<file path="config.mk">
export PLATFORM = sky130hd
export DESIGN_NAME = i2c_master_pin_sequencer_core
export DESIGN_NICKNAME = d
export VERILOG_FILES = /design/src/design/i2cps_pkg.sv /design/src/design/i2cps_front.sv /design/src/design/i2cps_queue.sv /design/src/design/i2cps_back.sv /design/src/design/i2c_master_pin_sequencer_core.sv
export SDC_FILE = /design/constraint.sdc
export NUM_CORES = 1
export LEC_CHECK = 0
export BUFFER_PORTS_ARGS = -buffer_cell sky130_fd_sc_hd__buf_2
export CAP_MARGIN = 20
export CORE_ASPECT_RATIO = 0.6
export CORE_MARGIN = 4
export CORE_UTILIZATION = 30
export CTS_CLUSTER_SIZE = 25
export DETAILED_ROUTE_END_ITERATION = 12
export SYNTH_ARGS = -nofsm -noshare
export SYNTH_HDL_FRONTEND = slang
export SYNTH_SLANG_ARGS = --single-unit
</file>
<file path="constraint.sdc">
create_clock -name clk -period 2.53 [get_ports clk]
set_input_delay 0.506 -clock clk [delete_from_list [all_inputs] [get_ports clk]]
set_output_delay 0.506 -clock clk [all_outputs]
set_load 0.01 [all_outputs]
</file>
<file path="src/design/i2cps_pkg.sv">
// types, codes and the pin step decoder of the i2c master pin sequencer
// no dependencies; used by every module of the block
`timescale 1ns / 1ps

package i2cps_pkg;

    localparam logic [1:0] OP_START = 2'd0;
    localparam logic [1:0] OP_STOP  = 2'd1;
    localparam logic [1:0] OP_WRITE = 2'd2;
    localparam logic [1:0] OP_READ  = 2'd3;

    localparam logic PIN_SCL = 1'b0;
    localparam logic PIN_SDA = 1'b1;

    localparam logic [1:0] PH0 = 2'd0;
    localparam logic [1:0] PH1 = 2'd1;
    localparam logic [1:0] PH2 = 2'd2;
    localparam logic [1:0] PH3 = 2'd3;

    typedef struct packed {
        logic [1:0] op;
        logic [7:0] tx_byte;
        logic [7:0] slave_bits;
        logic       slave_ack_level;
    } cmd_t;

    typedef struct packed {
        logic       pin_sel;
        logic       pin_level;
        logic       ack_ok;
        logic [7:0] read_data;
        logic       last;
    } res_t;

    // classified command as held in the queue
    typedef struct packed {
        logic [1:0] op;
        logic [7:0] tx_byte;
        logic       ack_ok;
        logic [7:0] read_data;
    } task_t;

    // queue head seen by the back end
    typedef struct packed {
        logic  valid;
        task_t head;
    } head_t;

    typedef struct packed {
        logic pin_sel;
        logic pin_level;
        logic last;
        logic wrap;
    } step_t;

    // one pin write; bit_idx 8 is the ack slot, wrap moves to the next bit
    function automatic step_t step_decode(input logic [1:0] op, input logic [7:0] tx_byte,
                                          input logic [3:0] bit_idx, input logic [1:0] phase);
        step_t s;
        s = '0;
        case (op)
            OP_START:
            begin
                s.pin_sel   = (phase == PH0 || phase == PH3) ? PIN_SCL : PIN_SDA;
                s.pin_level = (phase == PH0 || phase == PH1);
                s.last      = (phase == PH3);
            end
            OP_STOP:
            begin
                s.pin_sel   = (phase == PH1) ? PIN_SCL : PIN_SDA;
                s.pin_level = (phase != PH0);
                s.last      = (phase == PH2);
            end
            OP_WRITE:
            begin
                s.pin_sel   = (phase == PH0) ? PIN_SDA : PIN_SCL;
                if (phase == PH0)
                begin
                    s.pin_level = bit_idx[3] ? 1'b1 : tx_byte[~bit_idx[2:0]];
                end
                else
                begin
                    s.pin_level = (phase == PH1);
                end
                s.last = bit_idx[3] && (phase == PH2);
                s.wrap = !bit_idx[3] && (phase == PH2);
            end
            OP_READ:
            begin
                if (!bit_idx[3])
                begin
                    s.pin_sel   = PIN_SCL;
                    s.pin_level = (phase == PH0);
                    s.wrap      = (phase == PH1);
                end
                else
                begin
                    s.pin_sel   = (phase == PH0) ? PIN_SDA : PIN_SCL;
                    s.pin_level = (phase == PH1);
                    s.last      = (phase == PH2);
                end
            end
            default:
            begin
                s = '0;
            end
        endcase
        return s;
    endfunction

endpackage

</file>
<file path="src/design/i2cps_front.sv">
// front end: classifies an incoming command into a queue entry
// depends on i2cps_pkg
`timescale 1ns / 1ps

module i2cps_front
(
    input  i2cps_pkg::cmd_t  cmd,
    output i2cps_pkg::task_t task_out
);

    always_comb
    begin
        task_out.op        = cmd.op;
        task_out.tx_byte   = cmd.tx_byte;
        // flags only matter for the command that reports them
        task_out.ack_ok    = (cmd.op == i2cps_pkg::OP_WRITE) && !cmd.slave_ack_level;
        task_out.read_data = (cmd.op == i2cps_pkg::OP_READ) ? cmd.slave_bits : 8'h00;
    end

endmodule

</file>
<file path="src/design/i2cps_queue.sv">
// short command queue between front and back end
// depends on i2cps_pkg
`timescale 1ns / 1ps

module i2cps_queue
#(
    parameter int DEPTH = 2
)
(
    input  logic              clk,
    input  logic              rst_n,
    input  logic              wr_en,
    input  i2cps_pkg::task_t  wr_data,
    output logic              full,
    input  logic              rd_en,
    output i2cps_pkg::head_t  head
);

    localparam int PW = (DEPTH > 1) ? $clog2(DEPTH) : 1;
    localparam int CW = $clog2(DEPTH + 1);
    localparam logic [PW-1:0] LAST_PTR = PW'(DEPTH - 1);
    localparam logic [CW-1:0] FULL_CNT = CW'(DEPTH);

    i2cps_pkg::task_t mem_reg [DEPTH];
    logic [PW-1:0] wr_ptr_reg, wr_ptr_next;
    logic [PW-1:0] rd_ptr_reg, rd_ptr_next;
    logic [CW-1:0] count_reg, count_next;
    logic          do_wr, do_rd;

    assign full       = (count_reg == FULL_CNT);
    assign head.valid = (count_reg != '0);
    assign head.head  = mem_reg[rd_ptr_reg];
    assign do_wr      = wr_en && !full;
    assign do_rd      = rd_en && head.valid;

    always_comb
    begin
        wr_ptr_next = wr_ptr_reg;
        rd_ptr_next = rd_ptr_reg;
        count_next  = count_reg;
        if (do_wr)
        begin
            wr_ptr_next = (wr_ptr_reg == LAST_PTR) ? '0 : wr_ptr_reg + 1'b1;
        end
        if (do_rd)
        begin
            rd_ptr_next = (rd_ptr_reg == LAST_PTR) ? '0 : rd_ptr_reg + 1'b1;
        end
        if (do_wr && !do_rd)
        begin
            count_next = count_reg + 1'b1;
        end
        else if (do_rd && !do_wr)
        begin
            count_next = count_reg - 1'b1;
        end
    end

    always_ff @(posedge clk or negedge rst_n)
    begin
        if (!rst_n)
        begin
            wr_ptr_reg <= '0;
            rd_ptr_reg <= '0;
            count_reg  <= '0;
        end
        else
        begin
            wr_ptr_reg <= wr_ptr_next;
            rd_ptr_reg <= rd_ptr_next;
            count_reg  <= count_next;
        end
    end

    always_ff @(posedge clk)
    begin
        if (do_wr)
        begin
            mem_reg[wr_ptr_reg] <= wr_data;
        end
    end

endmodule

</file>
<file path="src/design/i2cps_back.sv">
// back end: steps through the pin writes of the queue head into an output register
// depends on i2cps_pkg
`timescale 1ns / 1ps

module i2cps_back
(
    input  logic              clk,
    input  logic              rst_n,
    input  i2cps_pkg::head_t  head,
    output logic              head_pop,
    output logic              empty,
    input  logic              pop,
    output i2cps_pkg::res_t   res
);

    logic [3:0]        bit_reg, bit_next;
    logic [1:0]        phase_reg, phase_next;
    logic              res_valid_reg, res_valid_next;
    i2cps_pkg::res_t   res_reg, res_next;
    i2cps_pkg::step_t  step;
    logic              out_free, advance;

    assign step     = i2cps_pkg::step_decode(head.head.op, head.head.tx_byte,
                                             bit_reg, phase_reg);
    assign out_free = !res_valid_reg || pop;
    assign advance  = head.valid && out_free;
    assign head_pop = advance && step.last;
    assign empty    = !res_valid_reg;
    assign res      = res_reg;

    always_comb
    begin
        bit_next       = bit_reg;
        phase_next     = phase_reg;
        res_valid_next = res_valid_reg;
        res_next       = res_reg;
        if (out_free)
        begin
            res_valid_next = head.valid;
        end
        if (advance)
        begin
            res_next.pin_sel   = step.pin_sel;
            res_next.pin_level = step.pin_level;
            res_next.last      = step.last;
            res_next.ack_ok    = step.last && head.head.ack_ok;
            res_next.read_data = step.last ? head.head.read_data : 8'h00;
            if (step.last)
            begin
                bit_next   = '0;
                phase_next = '0;
            end
            else if (step.wrap)
            begin
                bit_next   = bit_reg + 1'b1;
                phase_next = '0;
            end
            else
            begin
                phase_next = phase_reg + 1'b1;
            end
        end
    end

    always_ff @(posedge clk or negedge rst_n)
    begin
        if (!rst_n)
        begin
            bit_reg       <= '0;
            phase_reg     <= '0;
            res_valid_reg <= 1'b0;
        end
        else
        begin
            bit_reg       <= bit_next;
            phase_reg     <= phase_next;
            res_valid_reg <= res_valid_next;
        end
    end

    always_ff @(posedge clk)
    begin
        res_reg <= res_next;
    end

endmodule

</file>
<file path="src/design/i2c_master_pin_sequencer_core.sv">
// top level of the i2c master pin sequencer: front end, command queue, back end
// depends on i2cps_pkg, i2cps_front, i2cps_queue, i2cps_back
//
// channel   direction  handshake          payload
// command   in         push / full        cmd  (i2cps_pkg::cmd_t)
// pin write out        empty / pop        res  (i2cps_pkg::res_t)
//
// one pin write leaves per cycle while the output is not held: start 4, stop 3, write byte 27,
// read byte 19 pin writes, set by the back end's bit/phase step counter; commands follow with no gap
// a pushed command is registered in the queue, then each of its pin writes in the output register
// QUEUE_DEPTH commands wait between front and back; full rises when all are taken
// a held result stalls only the back end; the queue keeps accepting until full
// reset clears the queue and the output register, payload is not reset
`timescale 1ns / 1ps

module i2c_master_pin_sequencer_core
#(
    parameter int QUEUE_DEPTH = 2
)
(
    input  logic             clk,
    input  logic             rst_n,
    input  logic             push,
    output logic             full,
    input  i2cps_pkg::cmd_t  cmd,
    output logic             empty,
    input  logic             pop,
    output i2cps_pkg::res_t  res
);

    i2cps_pkg::task_t task_in;
    i2cps_pkg::head_t head;
    logic             head_pop;

    i2cps_front u_front
    (
        .cmd      (cmd),
        .task_out (task_in)
    );

    i2cps_queue
    #(
        .DEPTH (QUEUE_DEPTH)
    )
    u_queue
    (
        .clk     (clk),
        .rst_n   (rst_n),
        .wr_en   (push),
        .wr_data (task_in),
        .full    (full),
        .rd_en   (head_pop),
        .head    (head)
    );

    i2cps_back u_back
    (
        .clk      (clk),
        .rst_n    (rst_n),
        .head     (head),
        .head_pop (head_pop),
        .empty    (empty),
        .pop      (pop),
        .res      (res)
    );

endmodule

</file>
# After elaboration in Yosys (flattened, before gate mapping)
# Memories as Yosys holds them, arrays and structs flattened.
# Index checks and enable logic that the tools add are counted.
dict set report totals {
  register_bits 23
  latch_bits 0
  mem_bits_rw 38
  romBits 0
  out_inout_bits 14
  memories 1
}
# memory depth word_bits read_ports rd_ports_with_merged_regs write_ports line
set mem_list {}
lappend mem_list {u_queue.mem_reg 2 19 1 0 1 i2cps_queue.sv:24} ;# i2cps_pkg::task_t mem_reg [DEPTH];
dict set report classes {
  add_sub_neg 6
  n_mul 0
  div_mod_pow 0
  n_lt_le_gt_ge 1
  n_eq_ne 9
  shifts 0
  n_mux 23
  n_bitwise 1
  n_reduce_logical 26
}
# cell count
set ops {}
lappend ops {{== test 2 bit (second input constant)} 7}
lappend ops {{2-to-1 mux 1 bit} 12}
lappend ops {{one-hot mux 3 bit (4 select lines)} 1}
lappend ops {{logical AND 1 bit} 10}
lappend ops {{2-to-1 mux 2 bit} 5}
lappend ops {{2-to-1 mux 4 bit} 2}
lappend ops {{2-to-1 mux 8 bit} 1}
lappend ops {{nonzero test 2 bit} 4}
lappend ops {{logical NOT 1 bit} 6}
lappend ops {{adder 2 x 1 -> 2 bit (second input constant)} 2}
lappend ops {{adder 4 x 1 -> 4 bit (second input constant)} 1}
lappend ops {{== test 2 x 1 -> 1 bit (second input constant)} 2}
lappend ops {{logical NOT 2 bit} 2}
lappend ops {{< comparator 3 x 4 -> 1 bit (second input constant)} 1}
lappend ops {{binary-select mux 1 bit (select 3 bit)} 1}
lappend ops {{logical OR 1 bit} 3}
lappend ops {{inverter 3 bit} 1}
lappend ops {{adder 1 bit (second input constant)} 2}
lappend ops {{one-hot mux 1 bit (2 select lines)} 1}
lappend ops {{AND reduction 2 bit} 1}
lappend ops {{subtractor 2 x 1 -> 2 bit (second input constant)} 1}

# Longest topological paths before layout
dict set report depth {
  depth_word 11
  ltp_mapped 9
  mapped_depth_nobuf 9
}

# Cells and area by module
# From an unflattened synthesis, not the netlist that was laid out.
dict set report hier_totals {
  cells_unflattened 179
  area_unflattened_um2 2827.7
}
# mod instances cells_each area_each_um2
set by_module_without_submodules {}
lappend by_module_without_submodules {i2cps_queue 1 78 1666.6}
lappend by_module_without_submodules {i2cps_back 1 82 1023.5}
lappend by_module_without_submodules {i2cps_front 1 19 137.6}

# Worst setup path after synthesis
# OpenSTA, ideal clock, no wires.
dict set report synth_path {
  kind {flip-flop to flip-flop}
  startpoint {register u_queue.rd_ptr_reg}
  endpoint {register u_queue.count_reg[1]}
  setup_time_ps 79
  t_arrival_ps 1943
  required_time_ps 2451
  slack_ps 508
  path_stages_with_launch 9
  path_buffers 1
  synth_period_minus_slack_ps 2022
  path_cell_list {dfrtp_1 > buf_6 > mux2i_4 > o21ai_1 > o31a_2 > nand2b_4 > ha_1 > nor2_1 > xor2_1}
}
dict set report synth_via {
  elab_chain_cells 8
  elab_cells_between_ends 13
}
# element line
set synth_lines {}
lappend synth_lines {{from (decl)} i2cps_queue.sv:26} ;# logic [PW-1:0] rd_ptr_reg, rd_ptr_next;
lappend synth_lines {{from (signal assigned)} i2cps_queue.sv:70} ;# rd_ptr_reg <= rd_ptr_next;
lappend synth_lines {{memory (2 x 19 bit) (*)} -}
lappend synth_lines {{== test 2 bit (tied with other cells)} i2cps_pkg.sv:61} ;# case (op)
lappend synth_lines {{one-hot mux 3 bit (4 select lines) (*)} i2cps_pkg.sv:61}
lappend synth_lines {{logical AND 1 bit (*)} i2cps_back.sv:27} ;# assign head_pop = advance && step.last;
lappend synth_lines {{logical AND 1 bit (*)} i2cps_queue.sv:34} ;# assign do_rd = rd_en && head.valid;
lappend synth_lines {{logical NOT 1 bit} i2cps_queue.sv:49} ;# if (do_wr && !do_rd)
lappend synth_lines {{logical AND 1 bit} i2cps_queue.sv:49}
lappend synth_lines {{2-to-1 mux 2 bit / nonzero test 2 bit (equally long branches)} -}
lappend synth_lines {{to (signal assigned)} i2cps_queue.sv:71} ;# count_reg <= count_next;
lappend synth_lines {{to (decl)} i2cps_queue.sv:27} ;# logic [CW-1:0] count_reg, count_next;
# Mark *: on every way between the ends. The rest lies on a longest branch, timed or not.
# A chain may end at the register's enable or synchronous reset.

# Final worst setup path
# Same ends and word-level chain as after synthesis.

==> out/metrics.cfg <==
[critical_path]
timing.rr.start=u_queue.rd_ptr_reg$_DFFE_PN0P_
cp_max_fo=12
end_kind=flop
worst_r2r_endpoint=u_queue.count_reg[1]$_DFFE_PN0P_
reg2reg_depth=9
crit_family=simple AND/OR/NAND/NOR gates
cp-start-kind=flop
worstPathCellList=buf_4 -> nor3b_1 -> o21ai_1 -> o31a_2 -> nand2b_4 -> ha_1 -> xor2_1 -> nor2_1 -> xor2_1
worst_ep_arrival_time_ps=2350
crit_type=flop to flop
ff2ff_setup_slack_ps=430
crit_path_top_delay_cell=dfrtp_1
crit_required_ps=2770
critPathMaxStageDelay_ps=410
cp_num_buf_inv=1
path_common_cell=xor2_1

[clock_tree]
postCtsHoldBufs=0
cts_buffers=9
htree_levels=3
cts_setup_buffers=0
tritoncts=built
root_buffer=clkbuf_16
clkTransAtPathRegs_ps=50
clock_path_buffers=2
clock_sinks=61
cts_resized=0
clk_latency_ps=320

[timing]
setup_slack_ps=427
hold_violations=0
fin_skew_ps=5.30
fin_tns_setup_ps=0
max_freq_mhz=476
worst_slew_pin_slew_ps=458
maxSlewHeadroom_pct=69.4
period_needed_ps=2100
whs_ps=56.8
final_max_slew_viol_count=0
period_share_pct=83.1
rsz0062_at_grt=false
setup_viol=0

[power_and_ir_drop]
leakage_uw=0.00135
p_int_uw=2940
p_per_area_nw_per_um2=1280
p_clk_share_pct=32.6
swShare_pct=29.8
comb_power_share_pct=28.1
p_seq_share_pct=39.2
vdd_drop_max_uv=581
switchingPower_uw=1250

[layout]
final.fill_count=760
stdcell_count=331
drive_above_1_share_pct=28.7
n_antenna_cell=0
area_delta_synth_final_pct=25.6
final-seq-area_um2=1780
multi_input_area_um2=768
nets=247
largest_reg_flops=38
fin_util_pct=40.2

[placed_design]
dp_hpwl_um=3420
gp_congestion=0.801
dp_slack_ps=461
dp.cells=315
portBuffers=36

[die]
num_rows=25
core_area_um2=8130
die-area_um2=10300
start_util_pct=32.0
pin_count=37
dieWidth_um=128
die_h_um=80.1

[routing]
drt-initial-drc-count=119
dr_total_vias=1489
drt_first_pass_iters=4
wl_per_cell_um=14.5
wirelength_um=4820
ant_nets=0
drc=0
routed_via_density=4.50

[synth]
yosysSeqAreaShare_pct=68.3
syn_area_per_cell_um2=15.4
synthTopCellsByCount=50 x edfxtp_1, 17 x nor2_1, 13 x mux2i_1
synth-main-ff-cell=edfxtp_1
netlist_top_cells_area=edfxtp_1 58%, dfrtp_1 11%, mux2i_1 5.0%, mux4_1 3.0%, ha_1 2.9%
yosysUniqueCellTypes=38
synth_area_leader_cell=edfxtp_1
synth_cells=169
netlist_area_um2=2600
synth_edf_count=50
syn-num-nets=198
yosys_warnings=0
synthMostInstantiatedCell=edfxtp_1
async_flop_share_pct=18.0
synth_top_area_share_pct=57.7
synth_seq_cells=61

[global_route]
grt_max_degree=21
grt_pass1_vias=1535
overflow=0
antenna_found_initial=0
grt_pass1_wl_um=7830
grt_usage_pct=10.4

[worst_hold_path]
hold_class=primary input to async pin

[run]
drv_cap=0

[outcome]
status=finished, final reports clean

==> logic make-up after synthesis <==
family / count (synthesis) / share of synthesized area (%)
xor+xnor: 5 / 1.68
mux: 19 / 10.6
buf+inv: 11 / 2.12
simple gates: 50 / 10.2
fa+ha+maj: 6 / 2.89
compound gates: 17 / 4.19
flops: 61 / 68.3
==> metrics by stage <==
step / instance area [um^2] / power, uW
after global routing: 3270 / 4460
after global placement: 2930 / 2840
after floorplan: 2600 / 2490
final: 3270 / 4190
after detailed placement: 2930 / 2860
after CTS: 3270 / 4250
==> worst max-delay path by stage <==
| stage | endpoint | depth (start not counted) | slack [ps] | from |
|---|---|---|---|---|
| after floorplan | u_queue.count_reg[1]$_DFFE_PN0P_ | 8 | 510 | u_queue.rd_ptr_reg$_DFFE_PN0P_ |
| after global placement | u_queue.count_reg[1]$_DFFE_PN0P_ | 8 | 530 | u_queue.rd_ptr_reg$_DFFE_PN0P_ |
| after detailed placement | u_queue.count_reg[1]$_DFFE_PN0P_ | 9 | 460 | u_queue.rd_ptr_reg$_DFFE_PN0P_ |
| after CTS | u_queue.count_reg[1]$_DFFE_PN0P_ | 9 | 420 | u_queue.rd_ptr_reg$_DFFE_PN0P_ |
| after global routing | u_queue.count_reg[1]$_DFFE_PN0P_ | 9 | 270 | u_queue.rd_ptr_reg$_DFFE_PN0P_ |
| final | u_queue.count_reg[1]$_DFFE_PN0P_ | 9 | 430 | u_queue.rd_ptr_reg$_DFFE_PN0P_ |
==> power groups by stage <==
stage	logic, uW	clock network, uW	registers [uW]
CTS	1210	1400	1640
global placement	1180	0	1660
global route	1320	1450	1680
finish	1180	1370	1640
detailed placement	1200	0	1660
floorplan	823	0	1660
==> per-layer routing <==
| layer | track usage [%] | part of all wire [%] | vias to the layer above |
|---|---|---|---|
| li1 | - | - | 732 |
| met1 | 13.9 | 50 | 696 |
| met2 | 14.5 | 40 | 53 |
| met3 | 5.18 | 8.8 | 8 |
| met4 | 3.81 | 1.3 | 0 |
| met5 | 0 | 0 | - |
==> layout make-up <==
class | instances | share of cell area, %
flip-flops and latches | 61 | 54.4
multi-input cells | 97 | 23.5
repair buffers | 41 | 6.66
clock buffers | 9 | 6.89
clock inverters | 7 | 3.49
well taps | 108 | 4.14
inverters | 8 | 0.919
==> cells in the final DEF (no fill, tap or decap), drive strengths merged, types with 4 or more instances in the layout <==
cell,n
dfrtp,11
clkbuf,9
inv,8
ha,6
mux4,4
edfxtp,50
buf,41
mux2i,15
nand2,8
o21ai,8
nor2,17
and3,10
==> worst register-to-register path, cell delays in order, from the launching register on <==
cell and delay, ps:
dfrtp_1 410, buf_4 260, nor3b_1 290, o21ai_1 150, o31a_2 140, nand2b_4 150, ha_1 220, xor2_1 140
nor2_1 120, xor2_1 150
(Power assumes the default switching activity.)
